$ cat src/sv/frp_pkg.sv
`default_nettype none

package frp_pkg;

  // Field kind codes carried on each result.
  typedef enum logic [3:0] {
    KIND_ROWID    = 4'd0,
    KIND_FLAGS    = 4'd1,
    KIND_CODELEN  = 4'd2,
    KIND_CODE     = 4'd3,
    KIND_FP16LEN  = 4'd4,
    KIND_FP16     = 4'd5,
    KIND_BIAS     = 4'd6,
    KIND_FILTLEN  = 4'd7,
    KIND_FILTER   = 4'd8,
    KIND_PAYLOAD  = 4'd9,
    KIND_DISCARD  = 4'd10
  } kind_e;

  typedef enum logic [2:0] {
    ST_OK    = 3'd0,
    ST_SHORT = 3'd1,
    ST_TRUNC = 3'd2,
    ST_ODD   = 3'd3,
    ST_TRAIL = 3'd4
  } status_e;

  // Configuration register indexes.
  localparam int unsigned CfgIdxW  = 3;
  localparam int unsigned CfgDataW = 4;
  localparam logic [CfgIdxW-1:0] CFG_CODE    = 3'd0;
  localparam logic [CfgIdxW-1:0] CFG_FP16    = 3'd1;
  localparam logic [CfgIdxW-1:0] CFG_BIAS    = 3'd2;
  localparam logic [CfgIdxW-1:0] CFG_FILTER  = 3'd3;
  localparam logic [CfgIdxW-1:0] CFG_PAYLOAD = 3'd4;

  localparam int unsigned FifoDepth = 4;

  typedef struct packed {
    logic [3:0] code_bit;
    logic [3:0] fp16_bit;
    logic [3:0] bias_bit;
    logic [3:0] filter_bit;
    logic [3:0] payload_bit;
  } cfg_t;

  localparam cfg_t CFG_RESET = '{
    code_bit:    4'd0,
    fp16_bit:    4'd1,
    bias_bit:    4'd2,
    filter_bit:  4'd3,
    payload_bit: 4'd4
  };

  typedef struct packed {
    logic [7:0] data_byte;
    logic       last_byte;
  } in_t;

  typedef struct packed {
    logic [7:0]  data_out;
    logic [3:0]  field_kind;
    logic [31:0] offset_in_field;
    logic        record_done;
    logic [2:0]  status;
    logic [63:0] row_id_value;
    logic [15:0] flag_word;
    logic [15:0] bias_value;
    logic        bias_present;
  } out_t;

endpackage

`default_nettype wire

$ cat src/sv/flagged_record_field_parser.sv
// Channel   Direction  Handshake              Payload
// in        input      in_valid_i/in_stall_o  frp_pkg::in_t  (byte, last flag)
// out       output     out_valid_o/out_stall_i frp_pkg::out_t (tagged byte)
// cfg       input      cfg_we_i (no wait)     cfg_idx_i, cfg_data_i
//
// Sustained rate is one byte per cycle while the output is not stalled; the
// parser step is a state update on the byte at the head of the intake queue.
// From input accept to output valid a byte passes the queue, then the
// output register. The intake queue holds FIFO_DEPTH bytes.
// Reset is asynchronous, active low; flag-bit registers return to 0..4.
// An output stall holds the result register; input keeps flowing into the
// queue until it is full, at which point in_stall_o rises.
`default_nettype none

module flagged_record_field_parser #(
  parameter int unsigned FIFO_DEPTH = frp_pkg::FifoDepth
) (
  input  wire logic                          clk_i,
  input  wire logic                          rst_ni,
  // byte requests in
  input  wire logic                          in_valid_i,
  output logic                               in_stall_o,
  input  wire frp_pkg::in_t                  in_data_i,
  // tagged byte requests out
  output logic                               out_valid_o,
  input  wire logic                          out_stall_i,
  output frp_pkg::out_t                      out_data_o,
  // register writes
  input  wire logic                          cfg_we_i,
  input  wire logic [frp_pkg::CfgIdxW-1:0]   cfg_idx_i,
  input  wire logic [frp_pkg::CfgDataW-1:0]  cfg_data_i
);

  frp_pkg::cfg_t cfg_q;
  logic          q_valid;
  logic          q_pop;
  frp_pkg::in_t  q_data;

  // Flag-bit position registers; indexes past the list are dropped.
  always_ff @(posedge clk_i or negedge rst_ni) begin
    if (!rst_ni) begin
      cfg_q <= frp_pkg::CFG_RESET;
    end else if (cfg_we_i) begin
      case (cfg_idx_i)
        frp_pkg::CFG_CODE:    cfg_q.code_bit    <= cfg_data_i;
        frp_pkg::CFG_FP16:    cfg_q.fp16_bit    <= cfg_data_i;
        frp_pkg::CFG_BIAS:    cfg_q.bias_bit    <= cfg_data_i;
        frp_pkg::CFG_FILTER:  cfg_q.filter_bit  <= cfg_data_i;
        frp_pkg::CFG_PAYLOAD: cfg_q.payload_bit <= cfg_data_i;
        default: ;
      endcase
    end
  end

  // Front: intake queue decouples the sender from parser/output stalls.
  frp_fifo #(
    .DEPTH(FIFO_DEPTH)
  ) u_fifo (
    .clk_i        (clk_i),
    .rst_ni       (rst_ni),
    .push_valid_i (in_valid_i),
    .push_stall_o (in_stall_o),
    .push_data_i  (in_data_i),
    .pop_valid_o  (q_valid),
    .pop_i        (q_pop),
    .pop_data_o   (q_data)
  );

  // Back: field tracking, error capture and the result register.
  frp_parser u_parser (
    .clk_i        (clk_i),
    .rst_ni       (rst_ni),
    .cfg_i        (cfg_q),
    .byte_valid_i (q_valid),
    .byte_pop_o   (q_pop),
    .byte_i       (q_data),
    .out_valid_o  (out_valid_o),
    .out_stall_i  (out_stall_i),
    .out_data_o   (out_data_o)
  );

endmodule

`default_nettype wire

$ cat src/sv/frp_fifo.sv
`default_nettype none

// Small register queue between intake and parser.
module frp_fifo #(
  parameter int unsigned DEPTH = frp_pkg::FifoDepth
) (
  input  wire logic         clk_i,
  input  wire logic         rst_ni,
  input  wire logic         push_valid_i,
  output logic              push_stall_o,
  input  wire frp_pkg::in_t push_data_i,
  output logic              pop_valid_o,
  input  wire logic         pop_i,
  output frp_pkg::in_t      pop_data_o
);

  localparam int unsigned PtrW = (DEPTH > 1) ? $clog2(DEPTH) : 1;
  localparam int unsigned CntW = $clog2(DEPTH + 1);

  frp_pkg::in_t        mem_q [DEPTH];
  logic [PtrW-1:0]     wr_ptr_q, wr_ptr_d, rd_ptr_q, rd_ptr_d;
  logic [CntW-1:0]     count_q, count_d;
  logic                push, pop;

  assign push_stall_o = (count_q == CntW'(DEPTH));
  assign pop_valid_o  = (count_q != '0);
  assign pop_data_o   = mem_q[rd_ptr_q];
  assign push         = push_valid_i && !push_stall_o;
  assign pop          = pop_i && pop_valid_o;

  always_comb begin
    wr_ptr_d = wr_ptr_q;
    rd_ptr_d = rd_ptr_q;
    count_d  = count_q;
    if (push) begin
      wr_ptr_d = (wr_ptr_q == PtrW'(DEPTH - 1)) ? '0 : wr_ptr_q + 1'b1;
    end
    if (pop) begin
      rd_ptr_d = (rd_ptr_q == PtrW'(DEPTH - 1)) ? '0 : rd_ptr_q + 1'b1;
    end
    if (push && !pop) begin
      count_d = count_q + 1'b1;
    end else if (pop && !push) begin
      count_d = count_q - 1'b1;
    end
  end

  always_ff @(posedge clk_i or negedge rst_ni) begin
    if (!rst_ni) begin
      wr_ptr_q <= '0;
      rd_ptr_q <= '0;
      count_q  <= '0;
    end else begin
      wr_ptr_q <= wr_ptr_d;
      rd_ptr_q <= rd_ptr_d;
      count_q  <= count_d;
    end
  end

  always_ff @(posedge clk_i) begin
    if (push) begin
      mem_q[wr_ptr_q] <= push_data_i;
    end
  end

endmodule

`default_nettype wire

$ cat src/sv/frp_parser.sv
`default_nettype none

// Record parser: one byte per cycle from queue to output register unless stalled.
module frp_parser (
  input  wire logic          clk_i,
  input  wire logic          rst_ni,
  input  wire frp_pkg::cfg_t cfg_i,
  input  wire logic          byte_valid_i,
  output logic               byte_pop_o,
  input  wire frp_pkg::in_t  byte_i,
  output logic               out_valid_o,
  input  wire logic          out_stall_i,
  output frp_pkg::out_t      out_data_o
);

  typedef enum logic [3:0] {
    PH_ROWID   = 4'd0,
    PH_FLAGS   = 4'd1,
    PH_CODELEN = 4'd2,
    PH_CODE    = 4'd3,
    PH_FP16LEN = 4'd4,
    PH_FP16    = 4'd5,
    PH_BIAS    = 4'd6,
    PH_FILTLEN = 4'd7,
    PH_FILTER  = 4'd8,
    PH_PAYLOAD = 4'd9,
    PH_DISCARD = 4'd10,
    PH_END     = 4'd11
  } phase_e;

  // First present field at or after group k (0 code .. 4 payload).
  function automatic phase_e next_field(logic [15:0] flg, frp_pkg::cfg_t cfg,
                                        logic [2:0] k);
    phase_e res;
    res = PH_END;
    if (k <= 3'd4 && flg[cfg.payload_bit]) res = PH_PAYLOAD;
    if (k <= 3'd3 && flg[cfg.filter_bit])  res = PH_FILTLEN;
    if (k <= 3'd2 && flg[cfg.bias_bit])    res = PH_BIAS;
    if (k <= 3'd1 && flg[cfg.fp16_bit])    res = PH_FP16LEN;
    if (k == 3'd0 && flg[cfg.code_bit])    res = PH_CODELEN;
    return res;
  endfunction

  function automatic logic [2:0] group_after(phase_e ph);
    logic [2:0] g;
    case (ph)
      PH_CODELEN, PH_CODE: g = 3'd1;
      PH_FP16LEN, PH_FP16: g = 3'd2;
      default:             g = 3'd4;
    endcase
    return g;
  endfunction

  function automatic phase_e data_phase(phase_e ph);
    phase_e d;
    case (ph)
      PH_CODELEN: d = PH_CODE;
      PH_FP16LEN: d = PH_FP16;
      default:    d = PH_FILTER;
    endcase
    return d;
  endfunction

  phase_e        phase_q, phase_d, ph;
  logic [31:0]   off_q, off_d, off, cur_off;
  logic [31:0]   len_q, len_d, len;
  logic [63:0]   row_q, row_d, row;
  logic [15:0]   flags_q, flags_d, flg;
  logic [15:0]   bias_q, bias_d, bias;
  logic          seen_q, seen_d, seen;
  logic [2:0]    err_q, err_d, err;
  logic          moved;
  logic [3:0]    kind;
  logic [7:0]    b;
  logic          load_ok;
  frp_pkg::out_t res;
  frp_pkg::out_t out_q;
  logic          out_valid_q;

  assign b           = byte_i.data_byte;
  assign load_ok     = !out_valid_q || !out_stall_i;
  assign byte_pop_o  = byte_valid_i && load_ok;
  assign out_valid_o = out_valid_q;
  assign out_data_o  = out_q;

  always_comb begin
    ph    = phase_q;
    off   = off_q;
    len   = len_q;
    row   = row_q;
    flg   = flags_q;
    bias  = bias_q;
    seen  = seen_q;
    err   = err_q;
    moved = 1'b0;

    // all fields done: any further byte is trailing garbage
    if (ph == PH_END) begin
      if (err == frp_pkg::ST_OK) err = frp_pkg::ST_TRAIL;
      ph  = PH_DISCARD;
      off = '0;
      len = '0;
    end
    kind    = 4'(ph);
    cur_off = off;

    case (ph)
      PH_ROWID: begin
        row[{off[2:0], 3'b000} +: 8] = row[{off[2:0], 3'b000} +: 8] | b;
        if (off >= 32'd7) begin
          ph = PH_FLAGS; off = '0; len = '0; moved = 1'b1;
        end
      end
      PH_FLAGS: begin
        flg[{off[0], 3'b000} +: 8] = flg[{off[0], 3'b000} +: 8] | b;
        if (off >= 32'd1) begin
          ph = next_field(flg, cfg_i, 3'd0); off = '0; len = '0; moved = 1'b1;
        end
      end
      PH_CODELEN, PH_FP16LEN, PH_FILTLEN: begin
        len[{off[1:0], 3'b000} +: 8] = len[{off[1:0], 3'b000} +: 8] | b;
        if (off >= 32'd3) begin
          moved = 1'b1;
          off   = '0;
          if (ph == PH_FP16LEN && len[0]) begin
            if (err == frp_pkg::ST_OK) err = frp_pkg::ST_ODD;
            ph  = PH_DISCARD;
            len = '0;
          end else if (len == '0) begin
            ph = next_field(flg, cfg_i, group_after(ph));
          end else begin
            ph = data_phase(ph);
          end
        end
      end
      PH_CODE, PH_FP16, PH_FILTER: begin
        if (({1'b0, off} + 33'd1) >= {1'b0, len}) begin
          ph = next_field(flg, cfg_i, group_after(ph)); off = '0; len = '0;
          moved = 1'b1;
        end
      end
      PH_BIAS: begin
        bias[{off[0], 3'b000} +: 8] = bias[{off[0], 3'b000} +: 8] | b;
        if (off >= 32'd1) begin
          seen = 1'b1;
          ph = next_field(flg, cfg_i, 3'd3); off = '0; len = '0; moved = 1'b1;
        end
      end
      default: ;
    endcase

    // offset saturates at all ones
    if (!moved && off != '1) off = off + 32'd1;

    if (byte_i.last_byte && err == frp_pkg::ST_OK) begin
      if (ph == PH_ROWID || ph == PH_FLAGS) begin
        err = frp_pkg::ST_SHORT;
      end else if (ph != PH_PAYLOAD && ph != PH_END) begin
        err = frp_pkg::ST_TRUNC;
      end
    end

    res.data_out        = b;
    res.field_kind      = kind;
    res.offset_in_field = cur_off;
    res.record_done     = byte_i.last_byte;
    res.status          = byte_i.last_byte ? err : frp_pkg::ST_OK;
    res.row_id_value    = row;
    res.flag_word       = flg;
    res.bias_value      = bias;
    res.bias_present    = seen;

    if (byte_i.last_byte) begin
      phase_d = PH_ROWID;
      off_d   = '0;
      len_d   = '0;
      row_d   = '0;
      flags_d = '0;
      bias_d  = '0;
      seen_d  = 1'b0;
      err_d   = frp_pkg::ST_OK;
    end else begin
      phase_d = ph;
      off_d   = off;
      len_d   = len;
      row_d   = row;
      flags_d = flg;
      bias_d  = bias;
      seen_d  = seen;
      err_d   = err;
    end
  end

  always_ff @(posedge clk_i or negedge rst_ni) begin
    if (!rst_ni) begin
      phase_q     <= PH_ROWID;
      off_q       <= '0;
      len_q       <= '0;
      row_q       <= '0;
      flags_q     <= '0;
      bias_q      <= '0;
      seen_q      <= 1'b0;
      err_q       <= frp_pkg::ST_OK;
      out_valid_q <= 1'b0;
    end else begin
      if (byte_pop_o) begin
        phase_q <= phase_d;
        off_q   <= off_d;
        len_q   <= len_d;
        row_q   <= row_d;
        flags_q <= flags_d;
        bias_q  <= bias_d;
        seen_q  <= seen_d;
        err_q   <= err_d;
      end
      if (load_ok) begin
        out_valid_q <= byte_pop_o;
      end
    end
  end

  always_ff @(posedge clk_i) begin
    if (byte_pop_o) begin
      out_q <= res;
    end
  end

endmodule

`default_nettype wire

$ cat config.mk
export PLATFORM = sky130hd
export DESIGN_NAME = flagged_record_field_parser
export DESIGN_NICKNAME = d
export VERILOG_FILES = /design/src/sv/frp_pkg.sv /design/src/sv/flagged_record_field_parser.sv /design/src/sv/frp_fifo.sv /design/src/sv/frp_parser.sv
export SDC_FILE = /design/constraint.sdc
export NUM_CORES = 1
export LEC_CHECK = 0
export BUFFER_PORTS_ARGS = -buffer_cell sky130_fd_sc_hd__buf_2
export CORE_MARGIN = 2
export CORE_UTILIZATION = 45
export DETAILED_ROUTE_END_ITERATION = 12
export SETUP_SLACK_MARGIN = 0.02
export SLEW_MARGIN = 10
export SYNTH_ARGS = -nofsm -noshare
export SYNTH_HDL_FRONTEND = slang
export SYNTH_SLANG_ARGS = --single-unit
$ cat constraint.sdc
create_clock -name clk_i -period 8.2 [get_ports clk_i]
set_input_delay 0 -clock clk_i [delete_from_list [all_inputs] [get_ports clk_i]]
set_output_delay 0 -clock clk_i [all_outputs]
set_load 0.02 [all_outputs]
Word level (Yosys, flattened, before mapping) --
Memories as Yosys holds them, arrays and structs flattened. Cells that the tools add are included.
Storage, ports and cells: bits in registers 341, memory bits (writable) 36, output and inout bits 147, logic and storage cells 241, memories kept 1
Memories:
- u_fifo.mem_q | words 4, bits a word 9, read ports 1, clocked after Yosys merged registers in 0, wr ports 1, line frp_fifo.sv:20 | frp_pkg::in_t mem_q [DEPTH];
Cells by class: $add $sub $neg 9, order comparisons 17, eq/ne operators 20, shift-type cells 11, muxes and demuxes 105, bitwise gates (word level) 4, reductions and logical operators 48
Operators with widths (number):
- 2-to-1 mux 32 bit | 14
- case mux 32 bit (4 select lines) | 2
- 2-to-1 mux 64 bit | 2
- 2-to-1 mux 4 bit | 22
- bitwise mux 64 bit | 1
- 2-to-1 mux 16 bit | 4
- variable shift 8 x 8 -> 64 bit (first input constant) | 1
- variable part select 64 x 7 -> 8 bit | 1
- variable part select 8 x 8 -> 64 bit | 1
- 2-to-1 mux 3 bit | 18
- binary-select mux 1 bit (select 4 bit) | 10
- adder 32 x 1 -> 33 bit (second input constant) | 1
- greater-or-equal comparator 33 x 32 -> 1 bit | 1
- adder 32 x 1 -> 32 bit (second input constant) | 1
- bitwise mux 16 bit | 2
- bitwise mux 32 bit | 1
- greater-or-equal comparator 32 x 1 -> 1 bit (second input constant) | 1
- greater-or-equal comparator 32 x 2 -> 1 bit (second input constant) | 1
- greater-or-equal comparator 32 x 3 -> 1 bit (second input constant) | 1
- logical NOT 32 bit | 1
- inequality test 32 bit (second input constant) | 1
- bitwise OR 8 bit | 4
- variable shift 8 x 7 -> 32 bit (first input constant) | 1
- variable part select 16 x 5 -> 8 bit | 2
- 39 further kinds | 120

Depth between registers and ports, before layout --
Gate-level depths: netlist of run 1.
depth in word-level cells 28, depth in mapped cells 36

Modules after synthesis --
From an unflattened synthesis of run 1, not the netlist that was laid out.
Second synthesis, totals: cells, all modules 2049, area total of the unflattened synthesis 20977.6 sq um
By module, submodules not included:
- frp_parser | instances 1, cells an instance 1920, area an instance 18408.9 sq um
- frp_fifo | instances 1, cells an instance 84, area an instance 1755.4 sq um
- flagged_record_field_parser | instances 1, cells an instance 45, area an instance 813.3 sq um

Worst setup path before layout of run 1 --
OpenSTA, ideal clock, no wires.
path kind register -> register, from register u_parser.phase_q[0], to register u_parser.off_q[11], setup time 0.354 ns, arrival time 6.592 ns, data required time 7.846 ns, path slack 1.254 ns, cell stages (with the launch flop) 34, cells stage by stage dfrtp_1 buf_4 nand4b_4 buf_6 nand2_4 inv_1 buf_2 buf_1 clkbuf_1 ha_1 clkbuf_1 and4_1 nand4_1 or2_1 nor2_4 nand2_1 xnor2_1 nor2_1 ha_1 nand4_1 nor4_1 nand3_1 o211ai_1 a22o_1 nor3_2 nor3_1 nor2_1 ha_1 nand4_1 nor3_1 a21boi_1 nor3b_1 a21o_1 a31oi_1
On the way: word-level cells in the longest chain between the ends 10
RTL lines:
- from (decl) | line frp_parser.sv:64 | phase_e phase_q, phase_d, ph;
- from (signal assigned) | line frp_parser.sv:207 | phase_q <= phase_d;
- == test 4 bit (*) | line frp_parser.sv:98 | if (ph == PH_END) begin
- 2-to-1 mux 32 bit (*) | line frp_parser.sv:98
- net u_parser.cur_off[0] | line frp_parser.sv:65 | logic [31:0] off_q, off_d, off, cur_off;
- parallel branches: the longest is 6 deep, another holds adder 32 x 1 -> 33 bit
- 2-to-1 mux 32 bit (*) | line frp_parser.sv:153 | if (!moved && off != '1) off = off + 32'd1;
- 2-to-1 mux 32 bit (*) | line frp_parser.sv:173 | if (byte_i.last_byte) begin
- to (signal assigned) | line frp_parser.sv:197 | off_q <= '0;
- to (signal assigned) | line frp_parser.sv:208 | off_q <= off_d;
- to (decl) | line frp_parser.sv:65
Mark *: on every way through the listed nets, which the timed path passes. A chain may end at the register's enable or synchronous reset.

Final worst setup path of run 1 --
from register u_parser.phase_q[2], to register u_parser.off_q[29]
On the way: word-level cells in the longest chain between the ends 10
RTL lines (line):
- parallel branches: the longest is 8 deep, another holds adder 32 x 1 -> 33 bit
- 2-to-1 mux 32 bit (*) | frp_parser.sv:153
- 2-to-1 mux 32 bit (*) | frp_parser.sv:173
Mark *: on every way between the ends.

==> results of run 1 <==
-- path summary, 6_finish.rpt --
| path | from | end | slack, ns | depth (start not counted) |
|---|---|---|---|---|
| min reg2reg | u_fifo.count_q[2]$_DFFE_PN0P_ | u_fifo.count_q[2]$_DFFE_PN0P_ | 0.49 | 1 |
| max reg2reg | u_parser.phase_q[2]$_DFFE_PN0P_ | u_parser.off_q[29]$_DFFE_PN0P_ | 0.74 | 28 |
| max in group asynchronous | rst_ni | u_parser.off_q[0]$_DFFE_PN0P_ | 7.08 | 3 |
| min | rst_ni | u_parser.err_q[1]$_DFFE_PN0P_ | 0.04 | 3 |
| min in group clk_i | in_data_i[7] | u_fifo.mem_q[0][7]$_DFFE_PP_ | 0.19 | 2 |
| max | u_parser.phase_q[2]$_DFFE_PN0P_ | u_parser.off_q[29]$_DFFE_PN0P_ | 0.74 | 28 |
-- worst register-to-register path: cells and delay by family, from the launching register on --
kind	cells	cell delay, ns
flip-flops	1	0.69
adder cells (fa/ha/maj)	2	0.55
AO/OA/AOI/OAI	5	1.62
AND/OR/NAND/NOR	19	4.03
buffers and inverters	1	0.29
XOR/XNOR	1	0.19
-- final cells by class --
cell class	instances	area, µm²
clock buffers	57	1140
clock inverters	21	181
fillers	4044	21900
inverters	38	148
multi-input cells	1401	9840
flip-flops and latches	377	10300
well taps	600	751
repair buffers	215	1280
-- cells by family (layout without fill, tap and decap cells) --
| group | count (synthesis) | in the layout |
|---|---|---|
| XOR/XNOR | 34 | 34 |
| multiplexers | 130 | 130 |
| AND/OR/NAND/NOR | 691 | 691 |
| adder cells (fa/ha/maj) | 51 | 51 |
| buffers and inverters | 168 | 331 |
| flip-flops | 377 | 377 |
| AO/OA/AOI/OAI | 495 | 495 |
-- synthesized netlist by cell type, types with 12 or more instances --
cell and instances:
a21boi_0 24, a21o_1 24, a21oi_1 98, a22o_1 70, a31oi_1 29, and2_1 34
and3_1 18, buf_2 16, clkbuf_1 92, dfrtp_1 191, edfxtp_1 181, ha_1 50
inv_1 35, mux2_2 60, mux2i_1 30, mux4_2 39, nand2_1 245, nand2b_1 13
nand3_1 55, nand4_1 34, nor2_1 141, nor2b_1 15, nor3_1 39, nor3b_1 12
nor4_1 28, o211ai_1 16, o21ai_0 69, o2bb2ai_1 31, xnor2_1 20, xor2_1 14
-- flip-flops by register name, summed over array words and instances (netlist names), 3 cells and up --
signal,flops
u_parser.out_data_o,145
u_parser.row_q,64
u_fifo.mem_q,36
u_parser.len_q,32
u_parser.off_q,32
cfg_q,20
u_parser.bias_q,16
u_parser.flags_q,16
u_parser.phase_q,4
u_fifo.count_q,3
u_parser.err_q,3
-- per-stage QoR --
stage	hold slack, ns	utilization [%]
floorplan	-0.296	-
global placement	0.00718	48.5
detailed placement	0.00256	48.5
CTS	0.0319	52.0
global route	0.0511	52.0
finish	0.0422	52.0
-- layer usage --
| metal | track usage (%) | vias up | share of wire [%] |
|---|---|---|---|
| met5 | 0 | - | 0.012 |
| met1 | 38.5 | 8466 | 42 |
| met3 | 5.56 | 159 | 8.2 |
| met4 | 10.2 | 2 | 3.7 |
| met2 | 43.3 | 855 | 46 |
| li1 | - | 7614 | - |
-- where the power goes --
group          internal (mW)  leakage (nW)  switching [mW]  total [mW]
Sequential              2.40          4.47           0.266        2.66
Combinational          0.826          4.60            2.08        2.90
Clock                   1.02         0.644           0.811        1.83
==> flow_summary.ini, run 1 <==
[timing]
slew_violations = 0
setup_viol = 0
finalCriticalPeriod_ns = 7.46
fin_tns_setup_ns = 0
rsz0062_at_grt = no
worstMarginPinSlew_ns = 1.28
period_share_pct = 91.0
fmax_mhz = 134
hold_viol_final = 0
final.setup_skew_ns = 0.0361
layout_setup_ws_ns = 0.741
slew_headroom_pct = 13.8

[clock_network]
worstSkewPairLatency_ns = 0.59
cts_tree = done
clkSinkCount = 377
cts_max_level = 2
clockBufferDepth = 3
root_buffer = clkbuf_16
post-cts-setup-buffers = 0
cts_buffers = 42
cts.clk_slew.worst_paths_ns = 0.06
cts_hold_buf = 25
cts_resized = 0

[yosys]
synth_fa_ha_area_share_pct = 3.09
ys_seq_area_share_pct = 49.6
synthFlopType = dfrtp_1
synth_edf_count = 181
synthSimpleGateAreaFrac_pct = 16.2
synth_area_leaders = edfxtp_1 (26%), dfrtp_1 (23%), nand2_1 (4.4%)
synth_compound_area_share_pct = 17.3
yosysTopAreaCellShare_pct = 26.0
synth_area_mm2 = 0.0209
synth-seq-cells = 377
synth_top_family_by_area = compound AO/OA/AOI/OAI gates
syn_inst = 1946
synth_cell_types = 104
postSynthNetCount = 2018
synth-xor-area-share_pct = 1.43
synth_area_leader_cell = edfxtp_1
muxShareOfSynthArea_pct = 9.01
postSynthAreaPerCell_um2 = 10.7
synth-async-reset-ratio_pct = 52.0
yosysWarnings = 0

[route]
ant_nets = 0
via_per_inst = 6.31
wl_per_cell_um = 24.7
num_vias = 17100
firstDrtPassIters = 6
drtIter0Drc = 1986
drc = 0
routed_wl_mm = 67.0

[finish]
final_net_count = 2147
diodes = 0
mostFrequentLayoutCells = nand2_1 (245), dfrtp_1 (190), edfxtp_1 (181)
drive_gt1_share_pct = 19.5
fin_cells = 2709
final_area_mm2 = 0.0237
layout_commonest_cell = nand2_1
areaGrowthSynthToFinish_pct = 13.5

[critical_path]
crit_path_start_kind = register
cp_data_arrival_time_ns = 7.93
critPathMaxStageDelay_ns = 0.73
cpMostUsedCell = nand3_1
worstPathRequired_ns = 8.67
critPathBufInv = 1
cp_slowest_cell = a211oi_2
path_class = reg -> reg
cp-end-kind = register
critPathMaxFanout = 23
critical_path.top_delay_family = simple AND/OR/NAND/NOR gates

[place]
dpl.cell_count = 2606
place_area_mm2 = 0.0221
port_buffers = 167
place_congestion = 0.965
hpwlAfterDp_mm = 45.6
pre_cts_ws_ns = 0.951

[min_path]
hold_class = in -> async

[power_and_ir_drop]
p_leak_nw = 9.72
finalPower_mw = 7.40
irDropWorstVdd_mv = 0.265
power.density_mw_per_mm2 = 312

[floorplanning]
coreArea_mm2 = 0.0456
die_w_um = 219
io_pins = 168
design.die.area_mm2 = 0.0481
die_h_um = 219
rows = 78
initial_core_util_pct = 45.8

[grt]
grt_overflow = 0
first_global_vias = 16300
grt_pass1_wl_mm = 101
groute.usage.overall_pct = 27.8
grt_antenna_before_repair = 2
grt_max_degree = 83

[run]
maxCapViolations = 0

[run_status]
status = finished clean
Note: power is estimated with default switching activity, not from simulation.
==> run 2, diff against run 1 <==
--- a/config.mk
+++ b/config.mk
@@ -13,4 +13,5 @@
 export SLEW_MARGIN = 10
 export SYNTH_ARGS = -nofsm -noshare
 export SYNTH_HDL_FRONTEND = slang
+export SYNTH_HIERARCHICAL = 1
 export SYNTH_SLANG_ARGS = --single-unit
==> run 2 against run 1 <==
Compared with the run above:
- largest cell class unchanged
- die area up 0.51%
- clock-buffer cell count is 1 higher
- flip-flop and latch count unchanged
- final cell count up 3.1%
- routed wire length is 1.6% higher
- sequential share of layout area decreased by 0.12 points
- global-route usage grew 0.26 points
- critical path depth unchanged
- critical path type unchanged
- worst setup slack gained 0.097 ns
- clock skew down 0.018 ns
- via count grew 1.8%
==> flow_summary.ini, run 2 <==
[finish]
drive_gt1_share_pct = 16.6
diodes = 0
areaGrowthSynthToFinish_pct = 13.2
fin_cells = 2794
finish.utilization_pct = 51.3
multi_input_area_mm2 = 0.00978
final_area_mm2 = 0.0238
largest_register_ff_count = 145
mostFrequentLayoutCells = nand2_1 (301), dfrtp_1 (190), edfxtp_1 (181)
layout_commonest_cell = nand2_1
fillers = 4169
final_net_count = 2228
seqCellArea_mm2 = 0.0103

[critical_path]
cp_slowest_cell = a311oi_2
r2r.worst_path.cells = 28
cpMostUsedCell = nand3_1
worst-path-stages = 28
cp-end-kind = register
crit_path_start_kind = register
critical_path.top_delay_family = simple AND/OR/NAND/NOR gates
critPathMaxStageDelay_ns = 0.72
path_class = reg -> reg
critPathBufInv = 3
worstPathRequired_ns = 8.66
critPathMaxFanout = 51
cp_data_arrival_time_ns = 7.83

[run]
maxCapViolations = 0

[grt]
grt_overflow = 0
grt_pass1_wl_mm = 104
grt_max_degree = 103
first_global_vias = 17000
grt_antenna_before_repair = 0
groute.usage.overall_pct = 28.1

[clock_network]
cts_max_level = 2
post-cts-setup-buffers = 0
cts_buffers = 41
cts.clk_slew.worst_paths_ns = 0.06
cts_tree = done
clkSinkCount = 377
cts_resized = 0
root_buffer = clkbuf_16
worstSkewPairLatency_ns = 0.57
clockBufferDepth = 3

[timing]
fin_hold_ws_ns = 0.0776
fmax_mhz = 136
final.setup_skew_ns = 0.0184
hold_viol_final = 0
layout_setup_ws_ns = 0.838
fin_tns_setup_ns = 0
rsz0062_at_grt = no
slew_headroom_pct = 15.3
setup_viol = 0
slew_violations = 0
worstMarginPinSlew_ns = 1.26
period_share_pct = 89.8
finalCriticalPeriod_ns = 7.36

[place]
hpwlAfterDp_mm = 45.9
dpl.cell_count = 2699
place_area_mm2 = 0.0222
port_buffers = 167
place_congestion = 0.963
pre_cts_ws_ns = 1.07

[floorplanning]
coreArea_mm2 = 0.0463
rows = 79
die_w_um = 220
die_h_um = 220
design.die.area_mm2 = 0.0484
io_pins = 168
initial_core_util_pct = 45.3

[yosys]
yosysTopAreaCellShare_pct = 25.9
synth_cell_types = 94
synth-seq-cells = 377
syn_inst = 2049
yosysWarnings = 6
synthTopCellsByCount = nand2_1 (303), dfrtp_1 (191), edfxtp_1 (181), o21ai_0 (130), clkbuf_1 (114)
synth_area_leader_cell = edfxtp_1
synth_area_mm2 = 0.0210
synth.most_common_cell = nand2_1
synth_area_leaders = edfxtp_1 (26%), dfrtp_1 (23%), nand2_1 (5.4%)
postSynthAreaPerCell_um2 = 10.2
synth_edf_count = 181
ys_seq_area_share_pct = 49.3
postSynthNetCount = 2121
synth-async-reset-ratio_pct = 52.0
synthFlopType = dfrtp_1

[power_and_ir_drop]
irDropWorstVdd_mv = 0.218
p_leak_nw = 9.73
power.density_mw_per_mm2 = 307
finalPower_mw = 7.28

[route]
drc = 0
firstDrtPassIters = 6
routed_wl_mm = 68.1
via_per_inst = 6.23
ant_nets = 0
drtIter0Drc = 1830
wl_per_cell_um = 24.4
num_vias = 17400

[min_path]
hold_class = in -> async

[run_status]
status = finished clean
[run 2: cell types whose count changed after synthesis, sizes merged, moves of 23 or more]
cell / change
inv: +31
nand3: +23
a21oi: -36
o21ai: +57
mux2: -24
nor2: -35
nand2: +57
[run 2: layout make-up]
type,count,share of cell area [%]
inverter,67,1.08
sequential,377,43.6
multi-input combinational,1454,41.2
clock buffer,58,4.89
timing repair buffer,215,5.29
tap,607,3.20
clock inverter,16,0.795
[run 2: per-layer routing]
layer,part of all wire [%],GRT usage (%),routed length [µm],up-vias
li1,-,-,-,7835
met1,44,39.6,29700,8659
met2,46,44.3,31500,784
met3,7.3,4.32,4940,134
met4,2.9,9.35,1960,0
met5,0,0,0,-
[run 2: final timing paths]
| path | startpoint | endpoint | slack [ns] |
|---|---|---|---|
| setup / recovery | u_parser/phase_q[2]$_DFFE_PN0P_ | u_parser/off_q[22]$_DFFE_PN0P_ | 0.84 |
| hold / removal | rst_ni | u_parser/off_q[29]$_DFFE_PN0P_ | 0.08 |
| setup reg to reg | u_parser/phase_q[2]$_DFFE_PN0P_ | u_parser/off_q[22]$_DFFE_PN0P_ | 0.84 |
| hold reg to reg | u_fifo/count_q[2]$_DFFE_PN0P_ | u_fifo/count_q[2]$_DFFE_PN0P_ | 0.49 |
| max in group asynchronous | rst_ni | u_parser/len_q[2]$_DFFE_PN0P_ | 6.72 |
| min in group clk_i | in_data_i[2] | u_fifo/mem_q[1][2]$_DFFE_PP_ | 0.20 |
[run 2: where the power goes]
part	internal, mW	switching, mW
Clock	1.11	0.765
Combinational	0.782	1.99
Sequential	2.38	0.251
Total	4.27	3.01
[run 2: worst reg2reg max path: cells and delay by family, from the launching register on]
family	cells	cell delay, ns
simple gates	16	3.27
compound gates	5	1.56
buf+inv	3	0.87
flops	1	0.62
fa+ha+maj	2	0.55
xor+xnor	2	0.35
[run 2: kinds of logic (layout without fill, tap and decap cells)]
family / after synthesis / count (layout) / share of synthesized area (%)
and+or+nand+nor: 708 / 708 / 16.3
AOI/OAI and AO/OA: 538 / 538 / 18.0
muxes: 116 / 116 / 7.47
buffers and inverters: 218 / 356 / 4.13
adders and majority gates: 51 / 51 / 3.08
DFF: 377 / 377 / 49.3
xor gates and xnor gates: 41 / 41 / 1.71
[run 2: timing repair]
item | CTS | global route
endpoints found under the setup margin | 0 | 0
endpoints found under the hold margin | 168 | 0
hold buffers | 21 | 0
==> run 3, diff against run 2 <==
--- a/config.mk
+++ b/config.mk
@@ -9,6 +9,7 @@
 export CORE_MARGIN = 2
 export CORE_UTILIZATION = 45
 export DETAILED_ROUTE_END_ITERATION = 12
+export PLACE_DENSITY_LB_ADDON = 0.2
 export SETUP_SLACK_MARGIN = 0.02
 export SLEW_MARGIN = 10
 export SYNTH_ARGS = -nofsm -noshare
==> constraint.sdc (replaced) <==
create_clock -name clk_i -period 6.5 [get_ports clk_i]
set_input_delay 0 -clock clk_i [delete_from_list [all_inputs] [get_ports clk_i]]
set_output_delay 0 -clock clk_i [all_outputs]
set_load 0.02 [all_outputs]
==> run 3 against run 2 <==
Compared with the run above:
- clock power grew 31%
- critical endpoint is now u_parser/off_q[15]$_DFFE_PN0P_
- final cell count grew 0.68%
- via count grew 0.40%
- sequential power grew 25%
- highest routed layer unchanged
- non-clock buffer count grew 16
- worst setup slack lost 0.39 ns
- sequential share of layout area shrank 0.58 points
- utilization grew 0.69 points
- combinational power grew 27%
- flip-flop and latch count is the same
==> flow_summary.ini, run 3 (synthesis results as in run 2) <==
[place]
hpwlAfterDp_mm = 44.9
port_buffers = 167
place_area_mm2 = 0.0223
place_congestion = 0.960

[timing]
slew_violations = 0
rsz0062_at_grt = no
fin_tns_setup_ns = 0
finalCriticalPeriod_ns = 6.06
fmax_mhz = 165
worstMarginPinSlew_ns = 1.06
setup_viol = 0
final.setup_skew_ns = 0.0354
period_share_pct = 93.2
slew_headroom_pct = 29.0
hold_viol_final = 0

[clock_network]
clockBufferDepth = 3
worstSkewPairLatency_ns = 0.59
cts_tree = done
cts_max_level = 2
cts_buffers = 41
root_buffer = clkbuf_16
cts.clk_slew.worst_paths_ns = 0.06
clkSinkCount = 377

[finish]
final_net_count = 2244
final_area_mm2 = 0.0241
areaGrowthSynthToFinish_pct = 14.8
mostFrequentLayoutCells = nand2_1 (301), dfrtp_1 (190), edfxtp_1 (181)
fillers = 4126
seqCellArea_mm2 = 0.0103
drive_gt1_share_pct = 17.6
largest_register_ff_count = 145
layout_commonest_cell = nand2_1
multi_input_area_mm2 = 0.00986

[floorplanning]
rows = 79
coreArea_mm2 = 0.0463
io_pins = 168
design.die.area_mm2 = 0.0484
die_h_um = 220
die_w_um = 220
initial_core_util_pct = 45.3

[critical_path]
cp-end-kind = register
critPathMaxStageDelay_ns = 0.41
cp_data_arrival_time_ns = 6.51
critPathMaxFanout = 8
critPathBufInv = 2
path_class = reg -> reg
cp_slowest_cell = dfrtp_1
cpMostUsedCell = nand2_1
crit_path_start_kind = register
worstPathRequired_ns = 6.95
critical_path.top_delay_family = simple AND/OR/NAND/NOR gates

[route]
routed_wl_mm = 66.9
via_per_inst = 6.21
firstDrtPassIters = 6
drtIter0Drc = 1917
wl_per_cell_um = 23.8
ant_nets = 0
num_vias = 17500
drc = 0

[power_and_ir_drop]
p_leak_nw = 9.88
irDropWorstVdd_mv = 0.334
power.density_mw_per_mm2 = 386

[grt]
groute.usage.overall_pct = 27.6
grt_max_degree = 154
grt_pass1_wl_mm = 102
grt_antenna_before_repair = 2
grt_overflow = 0
first_global_vias = 16700

[run_status]
status = finished clean

[run]
maxCapViolations = 0

[min_path]
hold_class = in -> reg
## run 3: changes by cell type in the layout (fill, tap and decap cells not counted), sizes merged
cell,before,now
bufinv,4,6
buf,193,208
clkbuf,59,53
diode,0,1
clkinv,9,15
dlygate4sd3,21,22
## run 3: worst min-delay path: stages
cell and delay [ns]:
buf_2 0.13, and4bb_4 0.23, mux2_2 0.21
## run 3: final cells by class
type,count,area share [%]
clock buffer,52,4.56
antenna,1,0.0104
sequential,377,43.0
timing repair buffer,231,5.92
clock inverter,24,1.36
multi-input combinational,1454,41.0
inverter,67,1.07
tap,607,3.15
## run 3: metrics by stage
step	hold WS (ns)	cells	power (mW)	util [%]	worst slack (ns)
2_1_floorplan	-0.296	2049	5.55	-	0.0445
4_1_cts	0.00917	2809	9.29	51.9	0.320
3_3_place_gp	-0.0359	2710	6.76	48.3	0.577
6_report	0.0251	2813	9.29	52.0	0.443
3_5_place_dp	-0.0336	2710	6.77	48.3	0.360
5_1_grt	0.0181	2812	9.71	52.0	0.0428
## run 3: what timing repair did
item / in CTS / in global routing
gates resized for setup: 0 / 4
hold endpoints to repair: 151 / 0
buffers inserted: 0 / 3
hold buffers: 23 / 0
setup endpoints to repair: 0 / 17
## run 3: worst paths after layout
path                                                 startpoint                              to  slack, ns  depth (start not counted)
worst max-delay path            u_parser/phase_q[0]$_DFFE_PN0P_  u_parser/off_q[15]$_DFFE_PN0P_       0.44                         29
worst min-delay path                               cfg_idx_i[1]           cfg_q[11]$_DFFE_PN0P_       0.03                          3
max in group asynchronous                                rst_ni  u_parser/bias_q[8]$_DFFE_PN0P_       5.52                          3
min in group asynchronous                                rst_ni  u_parser/off_q[23]$_DFFE_PN0P_       0.05                          3
worst max register to register  u_parser/phase_q[0]$_DFFE_PN0P_  u_parser/off_q[15]$_DFFE_PN0P_       0.44                         29
worst min register to register    u_fifo/count_q[2]$_DFFE_PN0P_   u_fifo/count_q[2]$_DFFE_PN0P_       0.50                          1
## run 3: report_power, final
| part | switching, mW | leakage [nW] | internal (mW) |
|---|---|---|---|
| logic | 2.52 | 4.72 | 1.00 |
| clock network | 1.02 | 0.684 | 1.45 |
| registers | 0.300 | 4.47 | 3.00 |
## run 3: metal layers
layer  track usage [%]  part of all wire (%)  routed length [µm]  up-vias
met3              4.75                   7.8                5230      135
met4              9.80                   3.3                2180        0
li1                  -                     -                   -     7888
met5                 0                     0                   0        -
met2              42.0                    46               30600      829
met1              39.6                    43               28800     8630
